--- config.mk ---
export PLATFORM = sky130hd
export DESIGN_NAME = nearest_target_smoothing_tracker
export DESIGN_NICKNAME = d
export VERILOG_FILES = /design/src/nts_pkg.sv /design/src/nearest_target_smoothing_tracker.sv /design/src/nts_front.sv /design/src/nts_frame_queue.sv /design/src/nts_back.sv
export SDC_FILE = /design/constraint.sdc
export NUM_CORES = 2
export LEC_CHECK = 0
export ABC_AREA = 1
export BUFFER_PORTS_ARGS = -buffer_cell sky130_fd_sc_hd__buf_2
export CAP_MARGIN = 40
export CORE_MARGIN = 5
export CORE_UTILIZATION = 55
export DETAILED_ROUTE_END_ITERATION = 12
export PLACE_DENSITY = 0.68
export SKIP_CTS_REPAIR_TIMING = 1
export SYNTH_ARGS = -nofsm -noshare
export SYNTH_HDL_FRONTEND = slang
export SYNTH_SLANG_ARGS = --single-unit
--- constraint.sdc ---
create_clock -name i_clk -period 13.4 [get_ports i_clk]
set_input_delay 3.35 -clock i_clk [delete_from_list [all_inputs] [get_ports i_clk]]
set_output_delay 3.35 -clock i_clk [all_outputs]
set_load 0.05 [all_outputs]
--- src/nts_pkg.sv ---
// ----------------------------------------------------------------------------
// nts_pkg
// Shared types, register indexes and helpers for the nearest-target tracker.
// ----------------------------------------------------------------------------
package nts_pkg;

    // Configuration register indexes.
    localparam logic [3:0] CFG_FILTER_ALPHA     = 4'd0;
    localparam logic [3:0] CFG_LOST_FRAME_LIMIT = 4'd1;
    localparam logic [3:0] CFG_FRAME_WIDTH      = 4'd2;
    localparam logic [3:0] CFG_FRAME_HEIGHT     = 4'd3;

    // Unity weight of the smoothing filter (Q1.8).
    localparam logic [8:0] ALPHA_ONE = 9'd256;

    // Item codes on the input channel.
    localparam logic OP_DETECTION    = 1'b0;
    localparam logic OP_END_OF_FRAME = 1'b1;

    // Class value that marks "nothing tracked".
    localparam logic signed [8:0] CLASS_NONE = -9'sd1;

    // Register file contents.
    typedef struct packed {
        logic [8:0]  filter_alpha;
        logic [7:0]  lost_frame_limit;
        logic [11:0] frame_width;
        logic [11:0] frame_height;
    } t_cfg;

    // Word passed from the front end to the tracker at each end of frame.
    typedef struct packed {
        logic        have;
        logic [15:0] x;
        logic [15:0] y;
        logic [7:0]  cls;
        logic [15:0] confidence;
    } t_frame;

    // Status of the frame queue as seen by its neighbors.
    typedef struct packed {
        logic full;
        logic empty;
    } t_q_status;

    // One result word.
    typedef struct packed {
        logic               tracking;
        logic signed [13:0] offset_x;
        logic signed [13:0] offset_y;
        logic signed [8:0]  target_class;
        logic [15:0]        target_confidence;
        logic [8:0]         missed_frames;
        logic [15:0]        smoothed_x;
        logic [15:0]        smoothed_y;
        logic [15:0]        latest_x;
        logic [15:0]        latest_y;
    } t_result;

    // Frame center in 1/16 pixel: half the size in pixels times 16.
    function automatic logic [14:0] center_units(input logic [11:0] size_px);
        return {size_px, 3'b000};
    endfunction

endpackage

--- src/nearest_target_smoothing_tracker.sv ---
// ----------------------------------------------------------------------------
// nearest_target_smoothing_tracker
// Picks the detection nearest the frame center in each frame and tracks it
// with an exponentially smoothed center and a lost-frame buffer.
//
//   Channel   Handshake              Word
//   input     i_push / o_full        op, detection center, class, confidence
//   result    o_empty / i_pop        tracking state, offsets, smoothed center
//   config    i_cfg_valid / ready    register index, write data
//
// One word is accepted per cycle unless o_full is high; detection words pass through
// the squaring stage and the compare against the best candidate.
// An end-of-frame word passes the square stage, the frame queue, the state update
// stage and the result stage, one frame per cycle while the result queue has room.
// Reset is synchronous and active low; the queues empty and the tracked
// class returns to none. A full result queue stalls the tracker, and a full
// frame queue stalls the front end only on end-of-frame words.
// ----------------------------------------------------------------------------
module nearest_target_smoothing_tracker import nts_pkg::*; (
    input  logic               i_clk,
    input  logic               i_rst_n,
    // Input channel
    input  logic               i_push,
    output logic               o_full,
    input  logic               i_op,
    input  logic [15:0]        i_det_x,
    input  logic [15:0]        i_det_y,
    input  logic [7:0]         i_det_class,
    input  logic [15:0]        i_det_confidence,
    // Result channel
    output logic               o_empty,
    input  logic               i_pop,
    output logic               o_tracking,
    output logic signed [13:0] o_offset_x,
    output logic signed [13:0] o_offset_y,
    output logic signed [8:0]  o_target_class,
    output logic [15:0]        o_target_confidence,
    output logic [8:0]         o_missed_frames,
    output logic [15:0]        o_smoothed_x,
    output logic [15:0]        o_smoothed_y,
    output logic [15:0]        o_latest_x,
    output logic [15:0]        o_latest_y,
    // Configuration channel
    input  logic               i_cfg_valid,
    output logic               o_cfg_ready,
    input  logic [3:0]         i_cfg_index,
    input  logic [11:0]        i_cfg_data
);

    t_cfg      r_cfg;
    logic      w_fq_push;
    logic      w_fq_pop;
    t_frame    w_fq_in;
    t_frame    w_fq_out;
    t_q_status w_fq_status;
    t_result   w_result;

    // Configuration registers; writes are always taken.
    assign o_cfg_ready = 1'b1;

    always_ff @(posedge i_clk) begin
        if (!i_rst_n) begin
            r_cfg.filter_alpha     <= 9'd128;
            r_cfg.lost_frame_limit <= 8'd5;
            r_cfg.frame_width      <= 12'd640;
            r_cfg.frame_height     <= 12'd480;
        end else if (i_cfg_valid && o_cfg_ready) begin
            unique case (i_cfg_index)
                CFG_FILTER_ALPHA: begin
                    r_cfg.filter_alpha <= i_cfg_data[8:0];
                end
                CFG_LOST_FRAME_LIMIT: begin
                    r_cfg.lost_frame_limit <= i_cfg_data[7:0];
                end
                CFG_FRAME_WIDTH: begin
                    r_cfg.frame_width <= i_cfg_data;
                end
                CFG_FRAME_HEIGHT: begin
                    r_cfg.frame_height <= i_cfg_data;
                end
                default: begin
                end
            endcase
        end
    end

    // Front end: distance and candidate selection.
    nts_front u_front (
        .i_clk            (i_clk),
        .i_rst_n          (i_rst_n),
        .i_cfg            (r_cfg),
        .i_push           (i_push),
        .o_full           (o_full),
        .i_op             (i_op),
        .i_det_x          (i_det_x),
        .i_det_y          (i_det_y),
        .i_det_class      (i_det_class),
        .i_det_confidence (i_det_confidence),
        .o_fq_push        (w_fq_push),
        .o_fq_word        (w_fq_in),
        .i_fq_status      (w_fq_status)
    );

    // Frame queue between the two halves.
    nts_frame_queue u_frame_queue (
        .i_clk    (i_clk),
        .i_rst_n  (i_rst_n),
        .i_push   (w_fq_push),
        .i_word   (w_fq_in),
        .i_pop    (w_fq_pop),
        .o_word   (w_fq_out),
        .o_status (w_fq_status)
    );

    // Tracker and result queue.
    nts_back u_back (
        .i_clk       (i_clk),
        .i_rst_n     (i_rst_n),
        .i_cfg       (r_cfg),
        .i_frame     (w_fq_out),
        .i_fq_status (w_fq_status),
        .o_fq_pop    (w_fq_pop),
        .o_empty     (o_empty),
        .i_pop       (i_pop),
        .o_result    (w_result)
    );

    assign o_tracking          = w_result.tracking;
    assign o_offset_x          = w_result.offset_x;
    assign o_offset_y          = w_result.offset_y;
    assign o_target_class      = w_result.target_class;
    assign o_target_confidence = w_result.target_confidence;
    assign o_missed_frames     = w_result.missed_frames;
    assign o_smoothed_x        = w_result.smoothed_x;
    assign o_smoothed_y        = w_result.smoothed_y;
    assign o_latest_x          = w_result.latest_x;
    assign o_latest_y          = w_result.latest_y;

    // The front end never pushes a frame word into a full queue.
    a_fq_no_overflow: assert property (@(posedge i_clk) disable iff (!i_rst_n)
        w_fq_push |-> !w_fq_status.full)
        else $error("frame word pushed into a full queue");

    // The tracker never takes a frame word from an empty queue.
    a_fq_no_underflow: assert property (@(posedge i_clk) disable iff (!i_rst_n)
        w_fq_pop |-> !w_fq_status.empty)
        else $error("frame word taken from an empty queue");

    // A lost track reports no class and no missed frames.
    a_lost_cleared: assert property (@(posedge i_clk) disable iff (!i_rst_n)
        (!o_empty && !o_tracking) |-> (o_target_class == CLASS_NONE)
                                      && (o_missed_frames == 9'd0))
        else $error("lost track still holds state");

    // Without a held class the offsets are zero.
    a_offset_zero: assert property (@(posedge i_clk) disable iff (!i_rst_n)
        (!o_empty && (o_target_class == CLASS_NONE)) |->
            (o_offset_x == 14'sd0) && (o_offset_y == 14'sd0))
        else $error("offset reported with nothing tracked");

endmodule

--- src/nts_front.sv ---
// ----------------------------------------------------------------------------
// nts_front
// Accepts input words, squares the distance to the frame center and keeps
// the nearest detection of the current frame; hands it on at end of frame.
// ----------------------------------------------------------------------------
module nts_front import nts_pkg::*; (
    input  logic        i_clk,
    input  logic        i_rst_n,
    input  t_cfg        i_cfg,
    input  logic        i_push,
    output logic        o_full,
    input  logic        i_op,
    input  logic [15:0] i_det_x,
    input  logic [15:0] i_det_y,
    input  logic [7:0]  i_det_class,
    input  logic [15:0] i_det_confidence,
    output logic        o_fq_push,
    output t_frame      o_fq_word,
    input  t_q_status   i_fq_status
);

    // Stage registers.
    logic        r_s1_valid;
    logic        r_s1_op;
    logic [15:0] r_s1_x;
    logic [15:0] r_s1_y;
    logic [7:0]  r_s1_class;
    logic [15:0] r_s1_conf;
    logic [31:0] r_s1_sq_x;
    logic [31:0] r_s1_sq_y;

    // Candidate of the current frame.
    logic        r_have;
    logic [32:0] r_best;
    logic [15:0] r_cand_x;
    logic [15:0] r_cand_y;
    logic [7:0]  r_cand_class;
    logic [15:0] r_cand_conf;

    logic               w_advance;
    logic               w_accept;
    logic signed [17:0] w_dx;
    logic signed [17:0] w_dy;
    logic signed [35:0] w_sq_x;
    logic signed [35:0] w_sq_y;
    logic [32:0]        w_dist;
    logic               w_take;

    // The stage moves on unless an end-of-frame word meets a full queue.
    assign w_advance = r_s1_valid && ((r_s1_op == OP_DETECTION) || !i_fq_status.full);
    assign o_full    = r_s1_valid && !w_advance;
    assign w_accept  = i_push && !o_full;

    // Offsets from the frame center and their squares.
    assign w_dx   = $signed({2'b00, i_det_x}) - $signed({3'b000, center_units(i_cfg.frame_width)});
    assign w_dy   = $signed({2'b00, i_det_y})
                  - $signed({3'b000, center_units(i_cfg.frame_height)});
    assign w_sq_x = w_dx * w_dx;
    assign w_sq_y = w_dy * w_dy;

    always_ff @(posedge i_clk) begin
        if (!i_rst_n) begin
            r_s1_valid <= 1'b0;
        end else if (w_accept) begin
            r_s1_valid <= 1'b1;
        end else if (w_advance) begin
            r_s1_valid <= 1'b0;
        end
    end

    always_ff @(posedge i_clk) begin
        if (w_accept) begin
            r_s1_op    <= i_op;
            r_s1_x     <= i_det_x;
            r_s1_y     <= i_det_y;
            r_s1_class <= i_det_class;
            r_s1_conf  <= i_det_confidence;
            r_s1_sq_x  <= w_sq_x[31:0];
            r_s1_sq_y  <= w_sq_y[31:0];
        end
    end

    // Compare with the best so far; the earlier detection wins a tie.
    assign w_dist = {1'b0, r_s1_sq_x} + {1'b0, r_s1_sq_y};
    assign w_take = !r_have || (w_dist < r_best);

    always_ff @(posedge i_clk) begin
        if (!i_rst_n) begin
            r_have <= 1'b0;
        end else if (w_advance) begin
            if (r_s1_op == OP_END_OF_FRAME) begin
                r_have <= 1'b0;
            end else if (w_take) begin
                r_have <= 1'b1;
            end
        end
    end

    always_ff @(posedge i_clk) begin
        if (w_advance && (r_s1_op == OP_DETECTION) && w_take) begin
            r_best       <= w_dist;
            r_cand_x     <= r_s1_x;
            r_cand_y     <= r_s1_y;
            r_cand_class <= r_s1_class;
            r_cand_conf  <= r_s1_conf;
        end
    end

    // Hand the frame's candidate to the tracker.
    assign o_fq_push            = w_advance && (r_s1_op == OP_END_OF_FRAME);
    assign o_fq_word.have       = r_have;
    assign o_fq_word.x          = r_cand_x;
    assign o_fq_word.y          = r_cand_y;
    assign o_fq_word.cls        = r_cand_class;
    assign o_fq_word.confidence = r_cand_conf;

endmodule

--- src/nts_frame_queue.sv ---
// ----------------------------------------------------------------------------
// nts_frame_queue
// Four-word queue of frame candidates between the front end and the tracker.
// ----------------------------------------------------------------------------
module nts_frame_queue import nts_pkg::*; (
    input  logic      i_clk,
    input  logic      i_rst_n,
    input  logic      i_push,
    input  t_frame    i_word,
    input  logic      i_pop,
    output t_frame    o_word,
    output t_q_status o_status
);

    t_frame     r_mem [4];
    logic [1:0] r_wr;
    logic [1:0] r_rd;
    logic [2:0] r_cnt;
    logic       w_push;
    logic       w_pop;

    assign o_status.full  = (r_cnt == 3'd4);
    assign o_status.empty = (r_cnt == 3'd0);
    assign w_push = i_push && !o_status.full;
    assign w_pop  = i_pop && !o_status.empty;

    // Pointers and fill count.
    always_ff @(posedge i_clk) begin
        if (!i_rst_n) begin
            r_wr  <= 2'd0;
            r_rd  <= 2'd0;
            r_cnt <= 3'd0;
        end else begin
            if (w_push) begin
                r_wr <= r_wr + 2'd1;
            end
            if (w_pop) begin
                r_rd <= r_rd + 2'd1;
            end
            if (w_push && !w_pop) begin
                r_cnt <= r_cnt + 3'd1;
            end else if (w_pop && !w_push) begin
                r_cnt <= r_cnt - 3'd1;
            end
        end
    end

    // Storage.
    always_ff @(posedge i_clk) begin
        if (w_push) begin
            r_mem[r_wr] <= i_word;
        end
    end

    assign o_word = r_mem[r_rd];

endmodule

--- src/nts_back.sv ---
// ----------------------------------------------------------------------------
// nts_back
// Tracker: applies each frame's candidate to the tracked state, smooths the
// center, forms the result word and queues it for the output.
// ----------------------------------------------------------------------------
module nts_back import nts_pkg::*; (
    input  logic      i_clk,
    input  logic      i_rst_n,
    input  t_cfg      i_cfg,
    input  t_frame    i_frame,
    input  t_q_status i_fq_status,
    output logic      o_fq_pop,
    output logic      o_empty,
    input  logic      i_pop,
    output t_result   o_result
);

    // Tracked state.
    logic [15:0]       r_filt_x;
    logic [15:0]       r_filt_y;
    logic [15:0]       r_held_x;
    logic [15:0]       r_held_y;
    logic signed [8:0] r_held_class;
    logic [15:0]       r_held_conf;
    logic [8:0]        r_miss;

    // Result stage and result queue.
    logic       r_s2_valid;
    logic       r_s2_tracking;
    t_result    r_rq [2];
    logic       r_rq_wr;
    logic       r_rq_rd;
    logic [1:0] r_rq_cnt;

    logic               w_s2_push;
    logic               w_rq_pop;
    logic [8:0]         w_alpha;
    logic signed [16:0] w_diff_x;
    logic signed [16:0] w_diff_y;
    logic signed [26:0] w_prod_x;
    logic signed [26:0] w_prod_y;
    logic signed [18:0] w_sum_x;
    logic signed [18:0] w_sum_y;
    logic               w_filt_zero;
    logic [8:0]         w_miss_inc;
    logic               w_within;
    logic signed [17:0] w_cdx;
    logic signed [17:0] w_cdy;
    logic signed [17:0] w_adj_x;
    logic signed [17:0] w_adj_y;
    logic signed [17:0] w_off_x;
    logic signed [17:0] w_off_y;
    t_result            w_result;

    // Flow control: the result stage drains into the queue, the state stage
    // takes a frame when the result stage is free or draining.
    assign w_s2_push = r_s2_valid && (r_rq_cnt != 2'd2);
    assign o_fq_pop  = !i_fq_status.empty && (!r_s2_valid || w_s2_push);
    assign o_empty   = (r_rq_cnt == 2'd0);
    assign w_rq_pop  = i_pop && !o_empty;

    // Smoothing: old + floor(alpha * (raw - old) / 256).
    assign w_alpha     = (i_cfg.filter_alpha > ALPHA_ONE) ? ALPHA_ONE : i_cfg.filter_alpha;
    assign w_diff_x    = $signed({1'b0, i_frame.x}) - $signed({1'b0, r_filt_x});
    assign w_diff_y    = $signed({1'b0, i_frame.y}) - $signed({1'b0, r_filt_y});
    assign w_prod_x    = $signed({1'b0, w_alpha}) * w_diff_x;
    assign w_prod_y    = $signed({1'b0, w_alpha}) * w_diff_y;
    assign w_sum_x     = $signed({3'b000, r_filt_x}) + $signed(w_prod_x[26:8]);
    assign w_sum_y     = $signed({3'b000, r_filt_y}) + $signed(w_prod_y[26:8]);
    assign w_filt_zero = (r_filt_x == 16'd0) && (r_filt_y == 16'd0);

    // Missed-frame count after this frame.
    assign w_miss_inc = r_miss + 9'd1;
    assign w_within   = (w_miss_inc <= {1'b0, i_cfg.lost_frame_limit});

    // State update, one frame per cycle while a frame waits and the result stage is free or draining.
    always_ff @(posedge i_clk) begin
        if (!i_rst_n) begin
            r_filt_x     <= 16'd0;
            r_filt_y     <= 16'd0;
            r_held_x     <= 16'd0;
            r_held_y     <= 16'd0;
            r_held_class <= CLASS_NONE;
            r_held_conf  <= 16'd0;
            r_miss       <= 9'd0;
        end else if (o_fq_pop) begin
            if (i_frame.have) begin
                r_miss       <= 9'd0;
                r_held_class <= $signed({1'b0, i_frame.cls});
                r_held_conf  <= i_frame.confidence;
                r_held_x     <= i_frame.x;
                r_held_y     <= i_frame.y;
                if (w_filt_zero) begin
                    r_filt_x <= i_frame.x;
                    r_filt_y <= i_frame.y;
                end else begin
                    r_filt_x <= w_sum_x[15:0];
                    r_filt_y <= w_sum_y[15:0];
                end
            end else if (w_within) begin
                r_miss <= w_miss_inc;
            end else begin
                r_filt_x     <= 16'd0;
                r_filt_y     <= 16'd0;
                r_held_x     <= 16'd0;
                r_held_y     <= 16'd0;
                r_held_class <= CLASS_NONE;
                r_held_conf  <= 16'd0;
                r_miss       <= 9'd0;
            end
        end
    end

    always_ff @(posedge i_clk) begin
        if (!i_rst_n) begin
            r_s2_valid <= 1'b0;
        end else if (o_fq_pop) begin
            r_s2_valid <= 1'b1;
        end else if (w_s2_push) begin
            r_s2_valid <= 1'b0;
        end
    end

    always_ff @(posedge i_clk) begin
        if (o_fq_pop) begin
            r_s2_tracking <= i_frame.have || w_within;
        end
    end

    // Offsets in whole pixels, truncated toward zero.
    assign w_cdx   = $signed({2'b00, r_filt_x})
                   - $signed({3'b000, center_units(i_cfg.frame_width)});
    assign w_cdy   = $signed({2'b00, r_filt_y})
                   - $signed({3'b000, center_units(i_cfg.frame_height)});
    assign w_adj_x = w_cdx + (w_cdx[17] ? 18'sd15 : 18'sd0);
    assign w_adj_y = w_cdy + (w_cdy[17] ? 18'sd15 : 18'sd0);
    assign w_off_x = w_adj_x >>> 4;
    assign w_off_y = w_adj_y >>> 4;

    // Result word from the state just written.
    always_comb begin
        w_result.tracking          = r_s2_tracking;
        w_result.offset_x          = 14'sd0;
        w_result.offset_y          = 14'sd0;
        if (r_held_class != CLASS_NONE) begin
            w_result.offset_x = w_off_x[13:0];
            w_result.offset_y = w_off_y[13:0];
        end
        w_result.target_class      = r_held_class;
        w_result.target_confidence = r_held_conf;
        w_result.missed_frames     = r_miss;
        w_result.smoothed_x        = r_filt_x;
        w_result.smoothed_y        = r_filt_y;
        w_result.latest_x          = r_held_x;
        w_result.latest_y          = r_held_y;
    end

    // Result queue pointers.
    always_ff @(posedge i_clk) begin
        if (!i_rst_n) begin
            r_rq_wr  <= 1'b0;
            r_rq_rd  <= 1'b0;
            r_rq_cnt <= 2'd0;
        end else begin
            if (w_s2_push) begin
                r_rq_wr <= ~r_rq_wr;
            end
            if (w_rq_pop) begin
                r_rq_rd <= ~r_rq_rd;
            end
            if (w_s2_push && !w_rq_pop) begin
                r_rq_cnt <= r_rq_cnt + 2'd1;
            end else if (w_rq_pop && !w_s2_push) begin
                r_rq_cnt <= r_rq_cnt - 2'd1;
            end
        end
    end

    always_ff @(posedge i_clk) begin
        if (w_s2_push) begin
            r_rq[r_rq_wr] <= w_result;
        end
    end

    assign o_result = r_rq[r_rq_rd];

endmodule
# Word-level counts from Yosys, hierarchy flattened
# Memories as Yosys holds them, arrays and structs flattened. A register that Yosys moved wholly into a read port is not among the register bits.
# Cells that the tools add are included.
dict set report word_totals {
  ramBits 482
  word_cells 151
  out_inout_bits 130
  ff_bits 364
  mem_count 2
  in_bits 78
}
dict set report op_classes {
  muxes 34
  n_eq_ne 7
  reduce_logical 47
  n_lt_le_gt_ge 3
  bitwise 3
  n_mul 4
  add_sub_neg 18
}
# name words word_bits rd rd_ports_with_merged_regs wr line
set mem_list {}
lappend mem_list {u_back.r_rq 2 127 1 1 1 nts_back.sv:30} ;# t_result r_rq [2];
lappend mem_list {u_frame_queue.r_mem 4 57 1 1 1 nts_frame_queue.sv:15} ;# t_frame r_mem [4];
# cell count
set op_table {}
lappend op_table {{16-bit 2-to-1 mux} 8}
lappend op_table {{16-bit by 15-bit subtractor with 17-bit output} 4}
lappend op_table {{17-bit by 17-bit multiplier with 32-bit output} 2}
lappend op_table {{10-bit by 17-bit multiplier with 24-bit output} 2}
lappend op_table {{9-bit 2-to-1 mux} 5}
lappend op_table {{18-bit adder} 2}
lappend op_table {{16-bit by 16-bit subtractor with 17-bit output} 2}
lappend op_table {{32-bit by 32-bit adder with 33-bit output} 1}
lappend op_table {{33-bit < comparator} 1}
lappend op_table {{16-bit adder} 2}
lappend op_table {{16-bit logical NOT} 2}
lappend op_table {{28-bit 2-to-1 mux} 1}
lappend op_table {{1-bit logical AND} 16}
lappend op_table {{1-bit 2-to-1 mux} 12}
lappend op_table {{2-bit AND reduction} 6}
lappend op_table {{1-bit logical NOT} 11}
lappend op_table {{2-bit nonzero test} 5}
lappend op_table {{9-bit by 1-bit adder with 9-bit output, second input constant} 1}
lappend op_table {{9-bit greater-than comparator, second input constant} 1}
lappend op_table {{9-bit by 8-bit less-or-equal comparator with 1-bit output} 1}
lappend op_table {{9-bit by 1-bit inequality test with 1-bit output, second input constant} 1}
lappend op_table {{4-bit by 2-bit == test with 1-bit output, second input constant} 2}
lappend op_table {{2-bit 2-to-1 mux} 4}
lappend op_table {{4-bit 2-to-1 mux} 2}
lappend op_table {{other kinds (14)} 22}

# Logic depth before layout (Yosys ltp)
dict set report depth {
  depth_word 10
  depth_mapped 52
  depth_no_buf 50
}

# Modules after synthesis
# From an unflattened synthesis, not the netlist that was laid out.
dict set report unflattened {
  hier_cells 7069
  hier_area_um2 68229.2
}
# module area_each_um2 instances cells_each seq_area_each_um2
set modules_own_cells {}
lappend modules_own_cells {nts_front 29122.9 1 3114 6226.0}
lappend modules_own_cells {nts_back 28185.8 1 3028 9739.3}
lappend modules_own_cells {nts_frame_queue 8924.8 1 621 7026.7}
lappend modules_own_cells {nearest_target_smoothing_tracker 1995.7 1 306 820.8}

# Worst setup path after synthesis
# Ideal clock, no wire load.
dict set report synth_path {
  path_type {input to register}
  from {input i_det_x[3]}
  to {register u_front.r_s1_sq_x[30], data pin}
  path_buffers 1
  cell_stages 38
  setup_ns 0.258
  required_time_ns 13.142
  t_arrival_ns 9.795
  slack_ns 3.347
  path_cell_list {inv_1 > ha_1 > inv_1 > fa_1 > a31oi_2 > o21ai_1 > nand2_1 > nand2_1 > a21oi_2 > o21ai_1 > nand2_1 > nand2_1 > buf_2 > inv_2 > nand2_1 > fa_1 > inv_1 > fa_1 > [... 2 more ...] > inv_1 > fa_1 > inv_1 > fa_1 > inv_1 > fa_1 > ha_1 > nand2_1 > a21oi_1 > a211oi_1 > o21ai_0 > a21oi_1 > o21ai_1 > nand4_1 > nand2_1 > nand3_1 > nand2_1 > xor2_1}
}
dict set report synth_between {
  elab_chain_cells 2
}
# item line
set synth_lines {}
lappend synth_lines {{start: declaration} nearest_target_smoothing_tracker.sv:26} ;# input logic [15:0] i_det_x,
lappend synth_lines {{16-bit by 15-bit subtractor with 17-bit output} nts_front.sv:55} ;# assign w_dx = $signed({2'b00, i_det_x}) - $signed({3'b000, center_units(i_cfg.frame_width)});
lappend synth_lines {{17-bit by 17-bit multiplier with 32-bit output} nts_front.sv:58} ;# assign w_sq_x = w_dx * w_dx;
lappend synth_lines {{via u_front.w_sq_x[30]} nts_front.sv:44} ;# logic signed [35:0] w_sq_x;
lappend synth_lines {{end signal: assignment} nts_front.sv:78} ;# r_s1_sq_x <= w_sq_x[31:0];
lappend synth_lines {{end: declaration} nts_front.sv:29} ;# logic [31:0] r_s1_sq_x;
# The timed path passes the listed nets, and every way through them passes these cells.
# A chain may end at the register's enable or synchronous reset.

==> flow_summary.yaml <==
status:
  status: "completed"
synth:
  synth-edff-count: 689
  ys_warn_count: 0
  avgSynthCellArea_um2: 10.2
  syn-cell-area_um2: 65800
  synth_common_cells: "1,276 x inv_1, 794 x nand2_1, 755 x fa_1"
  synthMostInstantiatedCell: "inv_1"
  ys_seq_elements: 845
  synth.net_count: 7760
  synthFlopType: "edfxtp_1"
  yosysTopAreaCell: "edfxtp_1"
  synth_async_sr_flop_share_pct: 0
  yosys-top-cells-area: "edfxtp_1 31%, fa_1 23%, ha_1 8.8%"
  synth_cell_types: 71
  synth-seq-area-share_pct: 36.2
  syn-instance-count: 6465
  synth_top_area_share_pct: 31.4
global_route:
  grt_max_degree: 79
  antenna_found_initial: 10
  grt_usage_pct: 26.3
  grt_overflow_total: 0
  grt_pass1_vias: 47200
  grt_pass1_wl_um: 261000
timing:
  fin_crit_sh_pct: 79.3
  hold_viol_final: 0
  rsz0062_at_grt: "no"
  drv_slew: 0
  slew_headroom_pct: 37.9
  period_minus_slack_ns: 10.63
  fmax_ghz: 0.0941
  setup_ws_ns: 2.77
  finalSetupViolCount: 0
  finalClockSkew_ns: 0.0459
  worst_pin_slew_ns: 0.925
  setup_tns_ns: 0
cells_and_area:
  final_cells: 8353
  syn_to_final_growth_pct: 9.30
  fillerInstances: 9935
  layout.nets: 7961
  drive_above_1_share_pct: 9.63
  final_util_pct: 60.3
placement:
  place_hpwl_um: 130000
  port_buffers: 206
  place.gp.congestion: 0.926
  numPlacedInstances: 8191
  dpl_worst_slack_ns: 2.35
min_path:
  hold_path.class: "reg -> reg"
  min_path_cells: 0
routing:
  postRouteAntennaNets: 0
  via_per_inst: 5.45
  dr.pass1.iters: 7
  vias: 45500
  wl_um: 165000
  drt_iter0_markers: 3362
  drc: 0
  wl_per_cell_um: 19.7
clock_network:
  tritoncts: "yes"
  cts_root_buf: "clkbuf_16"
  clockBufferDepth: 3
  cts.sinks: 845
  worstSkewPairLatency_ns: 0.67
  htreeDepth: 3
  cts.clk_slew.worst_paths_ns: 0.06
  numCtsBuffers: 85
die:
  fp.dieH_um: 356
  die_area_um2: 127000
  initial_utilization_pct: 55.2
  fp.dieW_um: 356
  boundaryPins: 208
  row_count: 127
  fp.coreArea_um2: 119000
critical_path:
  slowest_stage: "buf_4"
  cpPeakStageDelay_ns: 0.72
  rr_worst_depth: 48
  worstSetupEndpointType: "register"
  required_ns: 13.95
  crit_top_cell: "nand2_1"
  critPathArrivalTime_ns: 11.18
  worstSetupPathType: "reg -> reg"
  startpoint_type: "register"
  crit_fanout: 74
run:
  drv_cap: 0
-- cell type report --
cell class | count | area, um^2 | share of cell area, %
clock inverters | 56 | 639 | 0.889
multi-input cells | 4151 | 36500 | 50.7
diodes | 2 | 5.00 | 0.00696
well taps | 1612 | 2020 | 2.80
inverters | 1318 | 4950 | 6.88
repair buffers | 265 | 1730 | 2.41
clock buffers | 104 | 2270 | 3.16
flip-flops and latches | 845 | 23800 | 33.1
-- final timing paths --
kind / from / end / slack (ns)
hold / removal: u_front.r_s1_conf[0] / u_front.r_cand_conf[0] / 0.41
hold reg to reg: u_front.r_s1_conf[0] / u_front.r_cand_conf[0] / 0.41
setup reg to reg: register / u_back.r_filt_y[15] / 2.77
setup / recovery: register / u_back.r_filt_y[15] / 2.77
-- routing by layer --
layer	GRT usage (%)	vias to the layer above	routed length (um)	share of wire, %
met3	4.04	318	11700	7.1
met2	44.4	1459	79400	48
met4	7.73	6	5270	3.2
met5	0	-	37	0.022
met1	35.7	22600	68100	41
li1	-	21200	-	-
-- cells in the final DEF (no fill, tap or decap), types with 9 or more instances in the layout --
cell and n:
a21oi_1 344, buf_4 45, nor2_4 20, nand3_1 128, or2_2 16, o21ai_1 37
fa_1 755, inv_2 33, nor3_1 40, or2_1 9, xnor2_1 86, o21ai_0 258
nor2_1 600, buf_16 11, dfxtp_1 154, o22ai_1 61, nor2_2 10, bufinv_16 9
o21a_1 16, mux2_2 127, a22o_1 27, nand4_1 25, xor2_1 148, clkinv_2 15
ha_1 462, clkbuf_1 13, nand2_2 10, clkbuf_16 87, nor4_1 20, o211ai_1 17
buf_2 206, o21bai_1 17, a21o_1 19, clkinv_1 27, o21ai_2 9, inv_1 1274
nand2_1 794, edfxtp_1 689
-- state kept, by name (all words and copies together), names as in the netlist, 9 cells and up, named ones only --
signal and cells:
u_back.r_rq 254, u_frame_queue.r_mem 228, r_cfg 41, u_front.r_best 33, u_front.r_s1_sq_x 31, u_front.r_s1_sq_y 31, u_back.r_filt_x 16, u_back.r_filt_y 16
u_back.r_held_conf 16, u_back.r_held_x 16, u_back.r_held_y 16, u_front.r_cand_conf 16, u_front.r_cand_x 16, u_front.r_cand_y 16, u_front.r_s1_conf 16, u_front.r_s1_x 15
u_front.r_s1_y 15, u_back.r_held_class 9, u_back.r_miss 9
-- stage by stage --
stage | cell area [um^2] | hold slack, ns
6_report | 72000 | 0.414
5_1_grt | 71900 | 0.413
4_1_cts | 71900 | 0.411
3_5_place_dp | 69000 | 0.405
3_3_place_gp | 68700 | 0.402
2_1_floorplan | 65800 | 0.400
-- worst max-delay path: cells and delay by family, from the launching register on --
family	cells	cell delay [ns]
AOI/OAI and AO/OA	8	1.74
xor gates and xnor gates	2	1.14
adders and majority gates	8	3.65
buffers and inverters	10	1.66
DFF	1	0.47
and+or+nand+nor	20	1.82
-- cell families (layout without fill, tap and decap cells) --
group / Yosys count / count (layout) / synth area share (%)
buf+inv: 1469 / 1743 / 8.45
compound gates: 874 / 874 / 7.60
flops: 845 / 845 / 36.2
other cells: 1 / 3 / 0.00570
simple gates: 1694 / 1694 / 10.6
fa+ha+maj: 1217 / 1217 / 31.7
mux: 127 / 127 / 2.17
xor+xnor: 238 / 238 / 3.22
Power is not shown: default switching activity piles up to over one toggle a cycle in this logic, so the estimate is an artifact.
